--- config.mk ---
export PLATFORM = sky130hd
export DESIGN_NAME = linear_block_codec_4_to_8
export DESIGN_NICKNAME = d
export VERILOG_FILES = /design/src/hdl/lbc_pkg.sv /design/src/hdl/linear_block_codec_4_to_8.sv
export SDC_FILE = /design/constraint.sdc
export NUM_CORES = 1
export LEC_CHECK = 0
export BUFFER_PORTS_ARGS = -buffer_cell sky130_fd_sc_hd__buf_2
export CAP_MARGIN = 20
export CORE_MARGIN = 4
export CORE_UTILIZATION = 30
export CTS_CLUSTER_DIAMETER = 200
export DETAILED_ROUTE_END_ITERATION = 8
export PLACE_DENSITY = 0.52
export SLEW_MARGIN = 20
export SYNTH_ARGS = -nofsm -noshare
export SYNTH_HDL_FRONTEND = slang
export SYNTH_SLANG_ARGS = --single-unit
export TNS_END_PERCENT = 50
--- constraint.sdc ---
create_clock -name clk_i -period 13.1 [get_ports clk_i]
set_input_delay 1.965 -clock clk_i [delete_from_list [all_inputs] [get_ports clk_i]]
set_output_delay 1.965 -clock clk_i [all_outputs]
set_load 0.05 [all_outputs]
--- src/hdl/lbc_pkg.sv ---
// Shared types, register map and codeword functions for the (8,4) block codec.
`default_nettype none
package lbc_pkg;

  localparam int unsigned DataW    = 8;
  localparam int unsigned NibW     = 4;
  localparam int unsigned NumRows  = 4;
  localparam int unsigned MaxUnits = 5;
  localparam int unsigned PaddrW   = 5;
  localparam int unsigned PdataW   = 32;

  // Register indexes, taken from paddr[4:2].
  typedef enum logic [2:0] {
    REG_MODE = 3'd0,
    REG_ROW0 = 3'd1,
    REG_ROW1 = 3'd2,
    REG_ROW2 = 3'd3,
    REG_ROW3 = 3'd4
  } reg_idx_e;

  typedef enum logic {
    MODE_ENCODE = 1'b0,
    MODE_DECODE = 1'b1
  } mode_e;

  // Row r of the generator matrix; bit 7 of each row is column 0.
  typedef logic [NumRows-1:0][DataW-1:0] gen_rows_t;

  // Codeword bit k is the parity of column k ANDed with the nibble.
  function automatic logic [DataW-1:0] encode_nibble(gen_rows_t rows, logic [NibW-1:0] nib);
    logic [DataW-1:0] cw;
    cw = '0;
    for (int r = 0; r < NumRows; r++) begin
      if (nib[NumRows-1-r]) begin
        cw = cw ^ rows[r];
      end
    end
    return cw;
  endfunction

  // Per-row extraction mask: the last unit column of that row found before
  // the scan has seen five unit columns, or zero if the row has none.
  function automatic gen_rows_t extract_masks(gen_rows_t rows);
    gen_rows_t        ext;
    logic [2:0]       found;
    logic [2:0]       ones;
    logic [1:0]       who;
    logic [DataW-1:0] colbit;
    ext   = '0;
    found = '0;
    for (int c = 0; c < DataW; c++) begin
      colbit = 8'h80 >> c;
      ones   = '0;
      who    = '0;
      for (int r = 0; r < NumRows; r++) begin
        if (|(rows[r] & colbit)) begin
          ones = ones + 3'd1;
          who  = 2'(r);
        end
      end
      if (found != 3'(MaxUnits) && ones == 3'd1) begin
        ext[who] = colbit;
        found    = found + 3'd1;
      end
    end
    return ext;
  endfunction

  function automatic logic [NibW-1:0] extract_nibble(gen_rows_t ext, logic [DataW-1:0] cw);
    logic [NibW-1:0] nib;
    nib = '0;
    for (int r = 0; r < NumRows; r++) begin
      nib[NumRows-1-r] = |(cw & ext[r]);
    end
    return nib;
  endfunction

endpackage
`default_nettype wire

--- src/hdl/linear_block_codec_4_to_8.sv ---
// Top level of the (8,4) linear block codec with input and result registers.
//
// Encode mode turns every input byte into two codewords (high nibble first, tlast
// on the second); the single result register delivers one codeword per cycle
// unless the result stream stalls, and decode mode likewise takes one byte per
// cycle; the first byte of a pair yields no transfer and the second yields the
// data byte with tlast set. The input register accepts a new byte while a finished
// result still waits in the result register. The user must write configuration
// over the APB port only while idle, which is not enforced; pready is always high.
`default_nettype none
module linear_block_codec_4_to_8 (
  input  wire logic                        clk_i,
  input  wire logic                        rst_ni,
  // APB configuration port
  input  wire logic                        psel,
  input  wire logic                        penable,
  input  wire logic                        pwrite,
  input  wire logic [lbc_pkg::PaddrW-1:0]  paddr,
  input  wire logic [lbc_pkg::PdataW-1:0]  pwdata,
  output logic      [lbc_pkg::PdataW-1:0]  prdata,
  output logic                             pready,
  // Input stream
  input  wire logic                        s_axis_tvalid,
  output logic                             s_axis_tready,
  input  wire logic [lbc_pkg::DataW-1:0]   s_axis_tdata,  // [7:0] data_byte
  // Result stream
  output logic                             m_axis_tvalid,
  input  wire logic                        m_axis_tready,
  output logic      [lbc_pkg::DataW-1:0]   m_axis_tdata,  // [7:0] out_byte
  output logic                             m_axis_tlast
);
  import lbc_pkg::*;

  // Configuration registers
  mode_e     mode_q;
  gen_rows_t rows_q;
  reg_idx_e  cfg_idx;
  logic      cfg_wr;

  // Input register and sequencing state
  logic             in_valid_q;
  logic [DataW-1:0] in_byte_q;
  logic             sub_q;
  logic             phase_q;
  logic [NibW-1:0]  held_q;

  // Result register
  logic             out_valid_q;
  logic [DataW-1:0] out_byte_q, out_byte_d;
  logic             out_last_q, out_last_d;

  gen_rows_t        ext;
  logic [NibW-1:0]  ext_nib;
  logic             out_free;
  logic             gives_result;
  logic             out_load;
  logic             in_consume;
  logic             in_take;

  assign cfg_idx = reg_idx_e'(paddr[PaddrW-1:2]);
  assign cfg_wr  = psel && penable && pwrite && pready;
  assign pready  = 1'b1;

  always_ff @(posedge clk_i or negedge rst_ni) begin
    if (!rst_ni) begin
      mode_q <= MODE_ENCODE;
      rows_q <= '0;
    end else if (cfg_wr) begin
      case (cfg_idx)
        REG_MODE: mode_q    <= mode_e'(pwdata[0]);
        REG_ROW0: rows_q[0] <= pwdata[DataW-1:0];
        REG_ROW1: rows_q[1] <= pwdata[DataW-1:0];
        REG_ROW2: rows_q[2] <= pwdata[DataW-1:0];
        REG_ROW3: rows_q[3] <= pwdata[DataW-1:0];
        default: ;
      endcase
    end
  end

  always_comb begin
    prdata = '0;
    case (cfg_idx)
      REG_MODE: prdata[0]         = mode_q;
      REG_ROW0: prdata[DataW-1:0] = rows_q[0];
      REG_ROW1: prdata[DataW-1:0] = rows_q[1];
      REG_ROW2: prdata[DataW-1:0] = rows_q[2];
      REG_ROW3: prdata[DataW-1:0] = rows_q[3];
      default:  prdata = '0;
    endcase
  end

  assign ext     = extract_masks(rows_q);
  assign ext_nib = extract_nibble(ext, in_byte_q);

  // The first byte of a decode pair leaves the input register without a result.
  assign gives_result = (mode_q == MODE_ENCODE) || phase_q;
  assign out_free     = !out_valid_q || m_axis_tready;
  assign out_load     = in_valid_q && gives_result && out_free;
  assign in_consume   = in_valid_q &&
                        (!gives_result || (out_free && (mode_q == MODE_DECODE || sub_q)));
  assign s_axis_tready = !in_valid_q || in_consume;
  assign in_take       = s_axis_tvalid && s_axis_tready;

  always_comb begin
    if (mode_q == MODE_ENCODE) begin
      out_byte_d = sub_q ? encode_nibble(rows_q, in_byte_q[NibW-1:0])
                         : encode_nibble(rows_q, in_byte_q[DataW-1:NibW]);
      out_last_d = sub_q;
    end else begin
      out_byte_d = {held_q, ext_nib};
      out_last_d = 1'b1;
    end
  end

  always_ff @(posedge clk_i or negedge rst_ni) begin
    if (!rst_ni) begin
      in_valid_q  <= 1'b0;
      sub_q       <= 1'b0;
      phase_q     <= 1'b0;
      held_q      <= '0;
      out_valid_q <= 1'b0;
    end else begin
      if (in_take) begin
        in_valid_q <= 1'b1;
      end else if (in_consume) begin
        in_valid_q <= 1'b0;
      end
      if (in_consume) begin
        sub_q <= 1'b0;
      end else if (out_load && mode_q == MODE_ENCODE) begin
        sub_q <= 1'b1;
      end
      if (in_consume && mode_q == MODE_DECODE) begin
        phase_q <= !phase_q;
        if (!phase_q) begin
          held_q <= ext_nib;
        end
      end
      if (out_load) begin
        out_valid_q <= 1'b1;
      end else if (m_axis_tready) begin
        out_valid_q <= 1'b0;
      end
    end
  end

  always_ff @(posedge clk_i) begin
    if (in_take) begin
      in_byte_q <= s_axis_tdata;
    end
    if (out_load) begin
      out_byte_q <= out_byte_d;
      out_last_q <= out_last_d;
    end
  end

  assign m_axis_tvalid = out_valid_q;
  assign m_axis_tdata  = out_byte_q;
  assign m_axis_tlast  = out_last_q;

  // A high-nibble codeword in the result register means its low half is still due.
  a_first_half_pending: assert property (@(posedge clk_i) disable iff (!rst_ni)
    out_valid_q && !out_last_q |-> in_valid_q && sub_q)
    else $error("first codeword shown without its item in the input register");

  a_sub_has_item: assert property (@(posedge clk_i) disable iff (!rst_ni)
    sub_q |-> in_valid_q)
    else $error("second-codeword flag set with an empty input register");

  a_stall_only_when_full: assert property (@(posedge clk_i) disable iff (!rst_ni)
    !s_axis_tready |-> in_valid_q)
    else $error("input stalled while the input register is empty");

  a_pair_phase_flip: assert property (@(posedge clk_i) disable iff (!rst_ni)
    in_consume && mode_q == MODE_DECODE && !phase_q |=> phase_q)
    else $error("first byte of a pair did not advance the pair phase");

endmodule
`default_nettype wire

==> reports/results.tsv, run 1 <==
stage	metric	value	unit
clock_network	CTS Buf Count	9	
clock_network	Post-CTS Setup Inserts	0	
logic_synthesis	Cell Area, Synth	0.00555	mm^2
clock_network	root buf cell	clkbuf_16	
drt	1st-pass router iterations	5	
power_and_ir_drop	leak pwr	2.52	nW
clock_network	Worst-Skew Late Latency	0.34	ns
clock_network	Max H-tree Level	3	
clock_network	CTS Hold Buffers Added	0	
timing	worst-margin pin slew	0.794	ns
timing	RSZ-0062 raised after global routing	no	
clock_network	PostCTS Resize Cnt	0	
worst_setup_path	r2r endpoint	m_axis_tdata[3]	
worst_setup_path	Setup crit end kind	flip-flop	
worst_setup_path	critical path data arrival time	8.74	ns
logic_synthesis	EDFF count, synth	17	
logic_synthesis	largest cells by area after synthesis	dfrtp_1 18%, edfxtp_1 9.2%, nand2_1 8.7%	
worst_setup_path	Critical Path End	m_axis_tdata[3]	
power_and_ir_drop	Flop pwr share	22.8	%
final_layout	Layout Cells excl Fill	930	
worst_setup_path	Crit-path slowest cell	a311oi_1	
final_layout	Register Area	0.00154	mm^2
worst_setup_path	Critical Path RT	13.13	ns
clock_network	CTS tree	built	
timing	endpoints failing setup	0	
global_routing	largest net degree at the start of global routing	42	
global_routing	global-route wire length before repair	24.5	mm
global_routing	vias in the first global route	4482	
worst_setup_path	worst-path fanout max	9	
final_layout	Multi-input gate area	0.00362	mm^2
power_and_ir_drop	P_int	0.775	mW
floorplanning	Die H	144	um
timing	Worst Skew	0.00721	ns
timing	Setup WS post-layout	4.39	ns
global_routing	GRT Resource Usage Total	15.5	%
logic_synthesis	Seq cells post-synth	58	
floorplanning	Die ar.	0.0208	mm^2
worst_setup_path	most frequent cell on the critical path	ha_1	
worst_setup_path	Reg2Reg Depth	30	
power_and_ir_drop	Clock Power Share	16.4	%
final_layout	Post-Layout Inst Area	0.00613	mm^2
worst_setup_path	Crit Path Class	reg2reg	
final_layout	fillers	1927	
power_and_ir_drop	Combinational Power Share	60.8	%
worst_setup_path	R2R setup slack	4.39	ns
placement	DP HPWL	11.3	mm
power_and_ir_drop	IR drop worst, VDD	0.132	mV
timing	Total Neg Setup Slack	0	ns
worst_setup_path	Setup crit start kind	flip-flop	
power_and_ir_drop	Switching Share	48.5	%
logic_synthesis	Yosys top cell area share	18.5	%
floorplanning	core box area	0.0181	mm^2
drt	DRC Markers	0	
drt	Post-DRT Antenna Nets	0	
global_routing	initial antenna violation count	0	
final_layout	final core occ	33.9	%
power_and_ir_drop	Sw Pwr	0.730	mW
floorplanning	DIE WIDTH	144	um
outcome	status	completed	
clock_network	clock sink count	58	
clock_network	Reg clk slew, reported paths	0.05	ns
logic_synthesis	synthesized netlist cell count	677	
timing	Tcrit/Tclk final	66.5	%
timing	max-slew violations	0	
power_and_ir_drop	P per Cell Area	245	mW/mm^2
placement	setup slack at placement	4.49	ns
timing	Fmax	115	MHz
timing	worst hold slack	0.543	ns
drt	Via-to-Cell Ratio	4.96	
placement	GPL Wtd Cong	0.854	
placement	placed cells	913	
drt	drt wl/cell	16.8	um
worst_setup_path	Worst path max stage delay	0.59	ns
logic_synthesis	Syn Area/Cell	8.20	um^2
logic_synthesis	ys async rst share	70.7	%
clock_network	clk buf depth	2	
final_layout	share of layout cells above drive strength 1	13.7	%
placement	PortBufs	44	
power_and_ir_drop	Power Total	1.51	mW
job	maxcap violations	0	
timing	Slew headroom	45.7	%
final_layout	P&R area growth vs syn	10.5	%
floorplanning	Ports	96	
final_layout	Final Net Count	781	
worst_setup_path	CP startpoint	rows_q[14]	
global_routing	GR Overflow Total	0	
floorplanning	Initial Utilization	30.7	%
worst_setup_path	Worst R2R Start	rows_q[14]	
logic_synthesis	post-synth top area cell	dfrtp_1	
drt	drt total wl	15.6	mm
drt	Initial DRC Count	254	
timing	min cycle time layout	8.71	ns
timing	Hold Vio Cnt, Final	0	
logic_synthesis	Synth Warn #	0	
logic_synthesis	Main synth FF type	dfrtp_1	
logic_synthesis	Yosys cell types	68	
logic_synthesis	sequential area share after synthesis	27.7	%
placement	Placed Area	0.00582	mm^2
floorplanning	Rows	49	
drt	via count	4616	
min_path	hold crit path type	reg2reg	
layer usage:
layer,wire [um],track usage (%),vias up
met5,0,0,-
met4,243,5.00,0
met3,627,3.47,19
met2,7150,24.5,97
met1,7590,21.2,2179
li1,-,-,2321
layout by cell type (no fill, tap or decap), drive strengths merged, types with 3 or more instances in the layout:
cell type	instances
o21ai	50
nand3	9
clkinv	4
a31o	5
nand4	8
nor2	31
o22ai	4
nand2	129
ha	34
a2111oi	3
dfrtp	41
nor3	13
o21a	3
nor3b	3
a22oi	6
and2	7
a21o	3
mux2i	15
inv	40
a31oi	11
a21oi	19
xor2	15
nor4b	7
xnor2	53
nand3b	3
clkbuf	9
or4	3
or2	5
nor2b	6
mux2	26
a211oi	10
nor4bb	3
nand2b	4
edfxtp	17
buf	45
conb	25
worst min-delay path by stage:
stage,start,end,slack [ns],cells past startpoint
floorplan,held_q[2],held_q[2],0.52,2
finish,m_axis_tvalid,m_axis_tvalid,0.54,2
global placement,m_axis_tvalid,m_axis_tvalid,0.53,2
detailed placement,m_axis_tvalid,m_axis_tvalid,0.54,2
CTS,m_axis_tvalid,m_axis_tvalid,0.55,2
global route,held_q[1],held_q[1],0.60,2
sequential cells by signal, indices dropped and copies added, names as in the netlist:
register       count
rows_q            32
in_byte_q          8
m_axis_tdata       8
held_q             4
in_valid_q         1
m_axis_tlast       1
m_axis_tvalid      1
mode_q             1
phase_q            1
sub_q              1
cells in the mapped netlist (5+ instances only):
library cell    n
and2_1          7
inv_1          40
nor2_1         31
clkbuf_1       34
a31oi_1        11
nand2_1       129
nor3_1         12
a211oi_1        9
xor2_1         15
a21oi_1        19
nor2b_1         6
dfrtp_1        41
mux2i_1        13
ha_1           34
edfxtp_1       17
nand4_1         8
o21ai_0        50
mux2_2         24
xnor2_1        53
buf_4          26
a22oi_1         6
nor4b_1         5
nand3_1         9
area by class of cell:
type / count / area share, %
Clock inverter: 7 / 1.37
Antenna cell: 1 / 0.0408
Tap cell: 229 / 4.67
Sequential cell: 58 / 25.1
Clock buffer: 9 / 3.67
Timing Repair Buffer: 45 / 3.75
Inverter: 40 / 2.45
Multi-Input combinational cell: 541 / 59.0
critical path: cells and delay by family (launching register included):
family	cells	cell delay, ns
DFF	1	0.45
and+or+nand+nor	6	1.85
buffers and inverters	3	0.36
muxes	3	0.88
adders and majority gates	7	2.11
xor gates and xnor gates	3	0.69
AOI/OAI and AO/OA	8	2.05
power groups by stage:
stage                     registers [mW]  clock network (mW)  logic, mW
after detailed placement           0.345                   0      0.912
after floorplan                    0.338                   0      0.729
after global routing               0.355               0.263       1.03
after global placement             0.346                   0      0.907
final                              0.344               0.247      0.915
after CTS                          0.343               0.254      0.918
kinds of logic (layout without fill, tap and decap cells):
family	after synthesis	count (layout)	synth area share, %
AND/OR/NAND/NOR	244	244	21.6
multiplexers	41	41	8.43
other	2	26	0.135
flip-flops	58	58	27.7
adder cells (fa/ha/maj)	34	34	7.66
XOR/XNOR	68	68	10.7
AO/OA/AOI/OAI	129	129	15.1
buffers and inverters	101	101	8.72
Note: power is estimated with default switching activity, not from simulation.
==> run 2: changes to the inputs <==
Settings changed: PLACE_DENSITY 0.52 to 0.54.
Clock period 13.1 ns to 7.4 ns, I/O delays scaled along.
==> reports/results.tsv, run 2 (synthesis gave the netlist of run 1 again) <==
stage	metric	value	unit
worst_setup_path	most frequent cell on the critical path	ha_1	
power_and_ir_drop	P per Cell Area	453	mW/mm^2
worst_setup_path	Worst R2R Start	rows_q[6]	
global_routing	global-route wire length before repair	24.0	mm
timing	Slew headroom	46.0	%
timing	max-slew violations	0	
drt	DRC Markers	0	
drt	Met3 Wirelength	808	um
final_layout	max FFs per register	32	
drt	top layer in use	met4	
global_routing	GR Overflow Total	0	
drt	Post-DRT Antenna Nets	0	
timing	Tcrit/Tclk final	94.5	%
floorplanning	Initial Utilization	30.7	%
drt	drt total wl	15.3	mm
job	maxcap violations	0	
worst_setup_path	Crit Path Class	reg2reg	
power_and_ir_drop	Power Total	2.88	mW
clock_network	clock sink count	58	
clock_network	clk buf depth	2	
worst_setup_path	Setup crit end kind	flip-flop	
worst_setup_path	worst-path fanout max	8	
timing	min cycle time layout	7.00	ns
min_path	WHS Endpoint	m_axis_tvalid	
worst_setup_path	critical path data arrival time	7.04	ns
clock_network	Reg clk slew, reported paths	0.05	ns
drt	Initial DRC Count	353	
outcome	status	completed	
placement	PortBufs	44	
worst_setup_path	Critical Path RT	7.44	ns
timing	Total Neg Setup Slack	0	ns
final_layout	fillers	1888	
floorplanning	core box area	0.0181	mm^2
timing	Worst Skew	0.00692	ns
worst_setup_path	Worst path max stage delay	0.49	ns
drt	1st-pass router iterations	4	
timing	Setup WS post-layout	0.405	ns
floorplanning	Die ar.	0.0208	mm^2
power_and_ir_drop	leak pwr	2.62	nW
clock_network	root buf cell	clkbuf_16	
drt	routed wl met2	7.19	mm
drt	drt wl/cell	16.1	um
timing	Fmax	143	MHz
drt	via count	4734	
clock_network	Max H-tree Level	3	
worst_setup_path	Reg2Reg Depth	31	
final_layout	Final Net Count	803	
timing	worst-margin pin slew	0.807	ns
global_routing	vias in the first global route	4483	
floorplanning	Rows	49	
power_and_ir_drop	IR drop worst, VDD	0.219	mV
final_layout	share of layout cells above drive strength 1	19.4	%
placement	setup slack at placement	-0.0336	ns
worst_setup_path	Crit-path slowest cell	or4bb_1	
global_routing	largest net degree at the start of global routing	42	
placement	placed cells	932	
floorplanning	Ports	96	
global_routing	initial antenna violation count	0	
worst_setup_path	r2r endpoint	m_axis_tdata[3]	
min_path	hold depth	2	
timing	worst hold slack	0.537	ns
floorplanning	Die H	144	um
floorplanning	DIE WIDTH	144	um
drt	met1 WL	7.09	mm
placement	DP HPWL	11.3	mm
timing	endpoints failing setup	0	
worst_setup_path	R2R setup slack	0.40	ns
final_layout	n_diodes	0	
clock_network	CTS tree	built	
clock_network	CTS Buf Count	9	
timing	Hold Vio Cnt, Final	0	
final_layout	Layout Cells excl Fill	951	
final_layout	commonest non-fill, non-tap cell in the layout	nand2_1	
placement	GPL Wtd Cong	0.872	
global_routing	GRT Resource Usage Total	14.9	%
worst_setup_path	Setup crit start kind	flip-flop	
clock_network	CTS Hold Buffers Added	0	
final_layout	most frequent cells in the layout	129 x nand2_1, 50 x xnor2_1, 49 x o21ai_0	
min_path	HP Start	m_axis_tvalid	
clock_network	Worst-Skew Late Latency	0.34	ns
final_layout	P&R area growth vs syn	14.4	%
drt	Via-to-Cell Ratio	4.98	
min_path	hold crit path type	reg2reg	
final_layout	Top reg by flops	rows_q	
==> run 2: cell count changes in the layout (fill, tap and decap cells not counted), moves of 3 or more <==
cell     before  now
ha_2          0    4
buf_4         2   24
xnor2_1      53   50
xnor2_2       0    3
ha_1         34   29
==> run 2: worst max-delay path, delay by kind of cell (launching register included) <==
| family | cells | cell delay (ns) |
|---|---|---|
| xor+xnor | 3 | 0.53 |
| flops | 1 | 0.41 |
| mux | 3 | 0.74 |
| compound gates | 8 | 1.58 |
| buf+inv | 3 | 0.25 |
| fa+ha+maj | 7 | 1.70 |
| simple gates | 7 | 1.48 |
==> run 2: metal layers <==
layer / up-vias / global-route usage (%)
met5: - / 0
met4: 0 / 3.57
met3: 12 / 2.81
met2: 130 / 24.1
met1: 2222 / 20.6
li1: 2370 / -
==> run 2: worst max path at each step <==
stage / depth (start not counted) / slack, ns / from / endpoint
after floorplan: 32 / 0.003 / rows_q[15] / m_axis_tdata[0]
after global placement: 32 / 0.007 / rows_q[7] / m_axis_tdata[3]
after detailed placement: 32 / -0.03 / rows_q[7] / m_axis_tdata[3]
after CTS: 32 / 0.03 / rows_q[7] / m_axis_tdata[3]
after global routing: 32 / -0.01 / rows_q[7] / m_axis_tdata[3]
final: 31 / 0.40 / rows_q[6] / m_axis_tdata[3]
==> run 2: what timing repair did <==
action	in CTS	in global routing
buffers inserted	0	3
pin swaps	0	12
resized for setup	2	23
setup endpoints to repair	4	8
endpoints found under the hold margin	0	0
==> run 2: through the flow <==
stage,util (%),area [um^2]
after detailed placement,33.0,5970
final,35.1,6350
after floorplan,-,5650
after global routing,35.1,6350
after CTS,34.4,6230
after global placement,33.0,5970
==> run 2: layout make-up <==
cell class                 count  area (um^2)  area share, %
inverter                      40          150           2.36
multi-input combinational    541         3730           58.7
sequential                    58         1540           24.2
clock buffer                  11          233           3.66
timing repair buffer          67          395           6.22
clock inverter                 5         22.5          0.354
tap                          229          287           4.51
==> run 2: power by group <==
group / switching [mW] / internal (mW) / total [mW]
registers: 0.156 / 0.443 / 0.599
logic: 1.07 / 0.839 / 1.91
clock network: 0.147 / 0.222 / 0.369
total: 1.37 / 1.50 / 2.88
==> run 3: changes to the inputs <==
Settings changed: CORE_ASPECT_RATIO set to 0.8.
==> reports/results.tsv, run 3 (synthesis gave the netlist of run 1 again) <==
stage	metric	value	unit
outcome	status	completed	
final_layout	Post-Layout Inst Area	0.00643	mm^2
min_path	HP Start	m_axis_tvalid	
job	maxcap violations	0	
placement	Placed Area	0.00598	mm^2
clock_network	Max H-tree Level	3	
power_and_ir_drop	leak pwr	2.67	nW
clock_network	Worst-Skew Late Latency	0.33	ns
clock_network	CTS Hold Buffers Added	0	
floorplanning	DIE WIDTH	160	um
power_and_ir_drop	Sw Pwr	1.40	mW
clock_network	CTS Buf Count	9	
min_path	WHS Endpoint	m_axis_tvalid	
timing	Tcrit/Tclk final	96.0	%
power_and_ir_drop	IR drop worst, VDD	0.218	mV
timing	Hold Vio Cnt, Final	0	
placement	PortBufs	44	
timing	Fmax	141	MHz
drt	drt wl/cell	16.4	um
floorplanning	Initial Utilization	30.6	%
min_path	hold crit path type	reg2reg	
timing	endpoints failing setup	0	
timing	max-slew violations	0	
placement	setup slack at placement	-0.0418	ns
worst_setup_path	r2r endpoint	m_axis_tdata[0]	
worst_setup_path	worst-path fanout max	8	
worst_setup_path	crit-path leading delay family	adder cells	
drt	via count	4840	
timing	worst-margin pin slew	0.773	ns
final_layout	final core occ	35.4	%
min_path	hold depth	2	
placement	placed cells	934	
worst_setup_path	WP buf/inv	3	
power_and_ir_drop	Combinational Power Share	65.7	%
clock_network	clk buf depth	2	
global_routing	GR Overflow Total	0	
final_layout	Top reg by flops	rows_q	
drt	DRC Markers	0	
power_and_ir_drop	P per Cell Area	463	mW/mm^2
drt	Post-DRT Antenna Nets	0	
drt	Initial DRC Count	301	
drt	1st-pass router iterations	5	
final_layout	most frequent cells in the layout	128 x nand2_1, 50 x xnor2_1, 49 x o21ai_0	
timing	Slew headroom	48.3	%
final_layout	share of layout cells above drive strength 1	19.8	%
power_and_ir_drop	Switching Share	47.1	%
timing	Worst Skew	0.00566	ns
floorplanning	Ports	96	
clock_network	clock sink count	58	
worst_setup_path	Worst path max stage delay	0.68	ns
worst_setup_path	Crit Path Class	reg2reg	
worst_setup_path	Critical Path RT	7.44	ns
floorplanning	core box area	0.0182	mm^2
placement	DP HPWL	11.4	mm
final_layout	Layout Cells excl Fill	957	
power_and_ir_drop	P_int	1.57	mW
floorplanning	Die ar.	0.0208	mm^2
power_and_ir_drop	Clock Power Share	14.0	%
worst_setup_path	R2R setup slack	0.30	ns
power_and_ir_drop	Flop pwr share	20.3	%
clock_network	root buf cell	clkbuf_16	
clock_network	Reg clk slew, reported paths	0.05	ns
final_layout	Final Net Count	808	
global_routing	initial antenna violation count	1	
global_routing	vias in the first global route	4546	
worst_setup_path	most frequent cell on the critical path	ha_1	
final_layout	commonest non-fill, non-tap cell in the layout	nand2_1	
worst_setup_path	Setup crit end kind	flip-flop	
worst_setup_path	Worst R2R Start	rows_q[7]	
clock_network	CTS tree	built	
global_routing	global-route wire length before repair	24.5	mm
final_layout	n_diodes	0	
placement	GPL Wtd Cong	0.850	
global_routing	largest net degree at the start of global routing	42	
floorplanning	Die H	130	um
worst_setup_path	Crit-path slowest cell	or4b_2	
floorplanning	Rows	44	
final_layout	max FFs per register	32	
power_and_ir_drop	Power Total	2.98	mW
worst_setup_path	Reg2Reg Depth	32	
final_layout	P&R area growth vs syn	15.9	%
timing	Setup WS post-layout	0.299	ns
worst_setup_path	Setup crit start kind	flip-flop	
drt	drt total wl	15.7	mm
timing	min cycle time layout	7.10	ns
global_routing	GRT Resource Usage Total	14.9	%
worst_setup_path	critical path data arrival time	7.14	ns
drt	Via-to-Cell Ratio	5.06	
run 3: cell type report:
class | instances | area, um^2
Multi-Input combinational cell | 541 | 3730
Tap cell | 230 | 288
Timing Repair Buffer | 72 | 443
Fill cell | 1888 | 11700
Sequential cell | 58 | 1540
Clock inverter | 3 | 40.0
Inverter | 40 | 150
Clock buffer | 13 | 250
run 3: worst reg2reg max path, delay by kind of cell (launching register included):
family | cells | cell delay [ns]
adder cells (fa/ha/maj) | 7 | 1.75
AND/OR/NAND/NOR | 8 | 1.66
AO/OA/AOI/OAI | 9 | 1.58
multiplexers | 3 | 0.78
flip-flops | 1 | 0.37
XOR/XNOR | 2 | 0.32
buffers and inverters | 3 | 0.29
run 3: power groups by stage:
stage / Clock (mW) / Sequential [mW] / Combinational (mW)
2_1_floorplan: 0 / 0.597 / 1.30
3_3_place_gp: 0 / 0.604 / 1.78
3_5_place_dp: 0 / 0.604 / 1.79
4_1_cts: 0.424 / 0.600 / 1.81
5_1_grt: 0.437 / 0.620 / 2.17
6_report: 0.416 / 0.604 / 1.96
run 3: stage by stage:
stage	TNS, ns	hold slack [ns]
2_1_floorplan	0	0.518
3_3_place_gp	-0.0177	0.526
3_5_place_dp	-0.118	0.532
4_1_cts	0	0.545
5_1_grt	-0.352	0.572
6_report	0	0.543
run 3: timing repair:
action                     CTS  global route
setup endpoints to repair    4             8
resized for setup            3            19
pin swaps                    1            12
setup buffers                0             6
run 3: how the worst max path moves through the flow:
stage / depth (start not counted) / endpoint / startpoint
after detailed placement: 32 / m_axis_tdata[0] / rows_q[15]
after CTS: 32 / m_axis_tdata[3] / rows_q[15]
final: 32 / m_axis_tdata[0] / rows_q[7]
after floorplan: 32 / m_axis_tdata[0] / rows_q[15]
after global placement: 32 / m_axis_tdata[3] / rows_q[15]
after global routing: 32 / m_axis_tdata[0] / rows_q[7]
run 3: routing by layer:
metal	global-route usage (%)	part of all wire, %	vias up	wire length [um]
li1	-	-	2379	-
met1	22.1	49	2289	7630
met2	22.2	44	145	6810
met3	2.99	6.1	25	962
met4	4.00	1.5	2	239
met5	0	0.083	-	13
